[src/sv/valve_duty_from_neuron_activity_defines.svh]
// Assertion macros shared by the valve duty controller modules.
`ifndef VALVE_DUTY_FROM_NEURON_ACTIVITY_DEFINES_SVH
`define VALVE_DUTY_FROM_NEURON_ACTIVITY_DEFINES_SVH
`ifndef SYNTHESIS
`define VDNA_CHECK(label, prop, msg) \
  label: assert property (@(posedge clk) disable iff (!rst_n) (prop)) else $error(msg);
`define VDNA_CHECK_IMP(label, ante, cons, msg) \
  label: assert property (@(posedge clk) disable iff (!rst_n) (ante) |-> (cons)) \
    else $error(msg);
`define VDNA_CHECK_NXT(label, ante, cons, msg) \
  label: assert property (@(posedge clk) disable iff (!rst_n) (ante) |=> (cons)) \
    else $error(msg);
`else
`define VDNA_CHECK(label, prop, msg)
`define VDNA_CHECK_IMP(label, ante, cons, msg)
`define VDNA_CHECK_NXT(label, ante, cons, msg)
`endif
`endif

[src/sv/vdna_pkg.sv]
// Types, constants and helper functions for the valve duty controller.
`default_nettype none
package vdna_pkg;

  localparam int LEGS         = 4;
  localparam int MUSCLES_EACH = 6;
  localparam int NUM_MUSCLES  = LEGS * MUSCLES_EACH;
  localparam int MAP_BITS     = 24;
  // Muscles that have a valve and per-muscle state.
  localparam int NSTATE       = (NUM_MUSCLES < MAP_BITS) ? NUM_MUSCLES : MAP_BITS;
  localparam int MIDX_W       = (NSTATE > 1) ? $clog2(NSTATE) : 1;

  localparam int QDEPTH       = 2;
  localparam int QPTR_W       = (QDEPTH > 1) ? $clog2(QDEPTH) : 1;
  localparam int QCNT_W       = $clog2(QDEPTH + 1);

  localparam int CFG_IDX_W    = 3;
  localparam int CFG_DATA_W   = 20;

  localparam logic [CFG_IDX_W-1:0] CFG_FIRE   = 3'd0;
  localparam logic [CFG_IDX_W-1:0] CFG_PLOW   = 3'd1;
  localparam logic [CFG_IDX_W-1:0] CFG_PMID   = 3'd2;
  localparam logic [CFG_IDX_W-1:0] CFG_PHIGH  = 3'd3;
  localparam logic [CFG_IDX_W-1:0] CFG_BOOST  = 3'd4;
  localparam logic [CFG_IDX_W-1:0] CFG_PERIOD = 3'd5;

  localparam logic [1:0] MODE_OFF  = 2'd0;
  localparam logic [1:0] MODE_ONE  = 2'd1;
  localparam logic [1:0] MODE_TWO  = 2'd2;
  localparam logic [1:0] MODE_FULL = 2'd3;

  typedef struct packed {
    logic [4:0]  muscle_index;
    logic [15:0] activation;
    logic [31:0] now_time;
  } in_item_t;

  typedef struct packed {
    logic [4:0]  valve_index;
    logic        valve_driven;
    logic        valve_open;
    logic [23:0] valve_map;
  } out_item_t;

  // Item after classification by the front end.
  typedef struct packed {
    logic     idx_ok;
    logic     boost_ok;
    in_item_t item;
  } q_item_t;

  typedef struct packed {
    logic full;
    logic nonempty;
  } q_stat_t;

  function automatic logic index_in_range(input logic [4:0] m);
    index_in_range = (int'(m) < NSTATE);
  endfunction

  // True for the first two muscles of every leg.
  function automatic logic boost_eligible(input logic [4:0] m);
    logic hit;
    hit = 1'b0;
    for (int l = 0; l < LEGS; l++) begin
      if (int'(m) == l * MUSCLES_EACH || int'(m) == l * MUSCLES_EACH + 1) hit = 1'b1;
    end
    boost_eligible = hit;
  endfunction

  function automatic logic slot_level(input logic [1:0] mode, input logic [1:0] slot);
    logic lv;
    case (mode)
      MODE_OFF: lv = 1'b0;
      MODE_ONE: lv = (slot == 2'd0);
      MODE_TWO: lv = (slot == 2'd0) || (slot == 2'd1);
      default:  lv = 1'b1;
    endcase
    slot_level = lv;
  endfunction

endpackage
`default_nettype wire

[src/sv/vdna_queue.sv]
// Short queue of classified items between the front and back ends.
`default_nettype none
`include "valve_duty_from_neuron_activity_defines.svh"
module vdna_queue (
  input  wire                clk,
  input  wire                rst_n,
  input  wire                push,
  input  vdna_pkg::q_item_t  wdata,
  input  wire                pop,
  output vdna_pkg::q_item_t  head,
  output vdna_pkg::q_stat_t  stat
);
  import vdna_pkg::*;

  q_item_t            mem_r [QDEPTH];
  logic [QPTR_W-1:0]  wr_ptr_r, rd_ptr_r;
  logic [QCNT_W-1:0]  count_r;

  function automatic logic [QPTR_W-1:0] ptr_inc(input logic [QPTR_W-1:0] p);
    ptr_inc = (p == QPTR_W'(QDEPTH - 1)) ? '0 : p + 1'b1;
  endfunction

  assign head          = mem_r[rd_ptr_r];
  assign stat.full     = (count_r == QCNT_W'(QDEPTH));
  assign stat.nonempty = (count_r != '0);

  always_ff @(posedge clk) begin
    if (push) mem_r[wr_ptr_r] <= wdata;
  end

  always_ff @(posedge clk) begin
    if (!rst_n) begin
      wr_ptr_r <= '0;
      rd_ptr_r <= '0;
      count_r  <= '0;
    end else begin
      if (push) wr_ptr_r <= ptr_inc(wr_ptr_r);
      if (pop)  rd_ptr_r <= ptr_inc(rd_ptr_r);
      if (push && !pop)      count_r <= count_r + 1'b1;
      else if (pop && !push) count_r <= count_r - 1'b1;
    end
  end

  `VDNA_CHECK_IMP(a_no_push_full, push, !stat.full, "push into a full queue")
  `VDNA_CHECK_IMP(a_no_pop_empty, pop, stat.nonempty, "pop from an empty queue")
  `VDNA_CHECK(a_count_bound, count_r <= QCNT_W'(QDEPTH), "queue count out of range")

endmodule
`default_nettype wire

[config.mk]
export PLATFORM = sky130hd
export DESIGN_NAME = vdna_queue
export DESIGN_NICKNAME = d
export VERILOG_FILES = /design/src/sv/vdna_pkg.sv /design/src/sv/vdna_queue.sv
export VERILOG_INCLUDE_DIRS = /design/src /design/src/sv
export SDC_FILE = /design/constraint.sdc
export NUM_CORES = 1
export LEC_CHECK = 0
export BUFFER_PORTS_ARGS = -buffer_cell sky130_fd_sc_hd__buf_2
export CAP_MARGIN = 30
export CORE_MARGIN = 3
export CORE_UTILIZATION = 35
export CTS_CLUSTER_DIAMETER = 80
export DETAILED_ROUTE_END_ITERATION = 10
export GPL_TIMING_DRIVEN = 1
export PLACE_DENSITY_LB_ADDON = 0.2
export SYNTH_ARGS = -nofsm -noshare
export SYNTH_HDL_FRONTEND = slang
export SYNTH_SLANG_ARGS = --single-unit
[constraint.sdc]
create_clock -name clk -period 3.55 [get_ports clk]
set_input_delay 0 -clock clk [delete_from_list [all_inputs] [get_ports clk]]
set_output_delay 0 -clock clk [all_outputs]
set_load 0.02 [all_outputs]
==> flow_summary.yaml <==
timing:
  slew_headroom: 0.607
  final.min_clock_period_ns: 2.14
  grt_setup_unrepaired: "no"
  hold-worst-slack_ns: 0.114
  timing.clock.skew_ns: 0.00849
  final.setup.worst_slack_ns: 1.41
  fmax_ghz: 0.468
  report.final.slew_viol_count: 0
  worst_pin_slew_ns: 0.590
  tns_ns: 0
  final_min_period_over_clock_period: 0.602
  hold_violations: 0
  final_count_of_negative_setup_slack_endpoints: 0
logic_synthesis:
  ys_top_cells_by_count: "edfxtp_1, mux2_2, buf_6, dfxtp_1, and2_1"
  ys_warn_count: 0
  ys_seq_elements: 115
  syn-instance-count: 193
  synth_area_per_cell_um2: 21.8
  synth.cell_area_mm2: 0.00421
  synthDominantAreaCellType: "edfxtp_1"
  post_synth_main_area_contributors: "edfxtp_1, mux2_2, dfxtp_1, buf_6, and2_1"
  synth_flop_cell: "edfxtp_1"
  netlist.area_leader.share: 0.785
  number_of_unique_standard_cell_types_used_by_synthesis: 17
  synth_enable_flop_cells: 110
  yosys.cell_count.top_type: "edfxtp_1"
  synth-seq-area-share: 0.809
  synth-async-reset-ratio: 0
  mappedNetlistNets: 253
power_and_ir_drop:
  netSwitchingFraction: 0.213
  power_per_cell_area_mw_per_mm2: 594
  p_comb_frac: 0.112
  p_int_w: 0.00285
  cellLeakagePower_nw: 2.35
  power.net_switching_w: 0.000770
  power.clock.fraction: 0.448
  seq_power_share: 0.441
  ir_worst_vdd_mv: 0.408
grt:
  grt_pass1_vias: 2537
  grt_pass1_wl_um: 12900
  grt_start_max_net_pins: 43
  grt_overflow: 0
  global_route.usage.total: 0.133
  initial_antenna_violation_count: 0
cts:
  worst_skew_pair.late_latency_ns: 0.41
  cts.path.max_buffers: 2
  clkSinkCount: 115
  clock_tree.root_cell: "clkbuf_16"
  post_cts_resized: 0
  clock_tree_from_tritoncts: "built"
  cts_buffers: 17
  h-tree-depth: 4
  clkTransAtPathRegs_ns: 0.05
  post-cts-setup-buffers: 0
outcome:
  outcome: "completed"
detailed_routing:
  route.vias.total: 2422
  vias_per_cell: 4.50
  detailedRoute.firstIterationViolations: 150
  final_antenna_net_count: 0
  drcViolationCount: 0
  routedWlPerCell_um: 15.3
  routed_wl_um: 8230
  drt_pass1_iterations: 4
layout:
  final-seq-area_mm2: 0.00340
  multi_input_area_um2: 746
  layout-drive-gt1-share: 0.522
  finalNetCount: 442
  insertedDiodeCount: 0
  area_growth_syn_to_layout_pct: 44.8
  filler_cell_count: 963
worst_setup_path:
  setup.worst_path.end_class: "register"
  worst-endpoint-arrival_ns: 2.48
  worst-path-max-fanout: 42
  criticalPathCategory: "reg -> reg"
  start_kind: "register"
  worstPathRequired_ns: 3.89
floorplanning:
  floorplan.die_area_mm2: 0.0134
  boundaryPins: 116
  core_area_mm2: 0.0116
  fp.dieW_um: 116
  num_rows: 39
  initial_core_util: 0.364
  die_y_um: 116
placed_design:
  placement.setup.worst_slack_ns: 1.70
  port-buffer-count: 115
  hpwlAfterDp_um: 4910
  gp_routability_congestion: 0.640
job:
  maxCapViolCount: 0
worst_hold_path:
  classification_of_the_worst_slack_hold_path: "in -> reg"
## kinds of logic after synthesis
| group | share of synthesized area |
|---|---|
| buffers and inverters | 0.0161 |
| multiplexers | 0.147 |
| XOR/XNOR | 0.00625 |
| AO/OA/AOI/OAI | 0.00476 |
| adder cells (fa/ha/maj) | 0.00297 |
| flip-flops | 0.809 |
| AND/OR/NAND/NOR | 0.0140 |
## what timing repair did
item	in CTS	in global routing
hold endpoints to repair	115	0
hold buffers	58	0
setup endpoints to repair	0	0
## power by group through the flow
stage | Clock, W | Sequential, W | Combinational, W
after floorplan | 0 | 0.00161 | 0.000241
after global placement | 0 | 0.00162 | 0.000356
after detailed placement | 0 | 0.00162 | 0.000361
after CTS | 0.00166 | 0.00159 | 0.000413
after global routing | 0.00174 | 0.00160 | 0.000439
final | 0.00162 | 0.00159 | 0.000404
## final timing paths
check	endpoint	cells after the start	from	slack [ns]
setup / recovery	wr_ptr_r$_SDFFE_PN0P_	4	wr_ptr_r$_SDFFE_PN0P_	1.41
hold reg to reg	count_r[1]$_SDFFE_PN0P_	2	count_r[1]$_SDFFE_PN0P_	0.52
setup reg to reg	wr_ptr_r$_SDFFE_PN0P_	4	wr_ptr_r$_SDFFE_PN0P_	1.41
hold / removal	mem_r[0][53]$_DFFE_PP_	2	push	0.11
## layer usage
layer,GRT usage,part of all wire
met3,0.0543,0.065
met4,0.0719,0.017
met2,0.201,0.47
met1,0.164,0.44
met5,0,0
## stage by stage
step / total power, W / utilization / cells / cell area (um^2)
floorplan: 0.00185 / - / 193 / 4210
global placement: 0.00197 / 0.426 / 448 / 4930
detailed placement: 0.00198 / 0.426 / 448 / 4930
CTS: 0.00367 / 0.527 / 538 / 6090
global route: 0.00378 / 0.527 / 538 / 6090
finish: 0.00362 / 0.527 / 538 / 6090
## layout by cell type (no fill, tap or decap), types with 2 or more instances in the layout
master / count
dlygate4sd3_1: 58
clkbuf_16: 17
edfxtp_1: 110
and2_1: 3
clkinv_2: 3
buf_2: 115
clkbuf_1: 4
mux2_2: 55
buf_4: 3
clkbuf_8: 7
dfxtp_1: 4
xor2_1: 2
## critical path, cell delays in order (launching register included)
cell	delay, ns
dfxtp_1	0.33
nor2b_4	0.42
buf_4	0.57
o21a_1	0.21
dlygate4sd3_1	0.54
## flip-flops by register name, indices dropped and copies added, names as in the netlist, named ones only
signal	count
count_r	2
mem_r	110
wr_ptr_r	1
rd_ptr_r	1
## final cells by class
type / instances / area share
clock buffer: 28 / 0.0881
clock inverter: 4 / 0.00739
inverter: 1 / 0.000616
multi-input combinational: 71 / 0.122
sequential: 115 / 0.559
tap: 143 / 0.0294
timing repair buffer: 176 / 0.193
No activity file was read; power rests on OpenSTA's default activity.
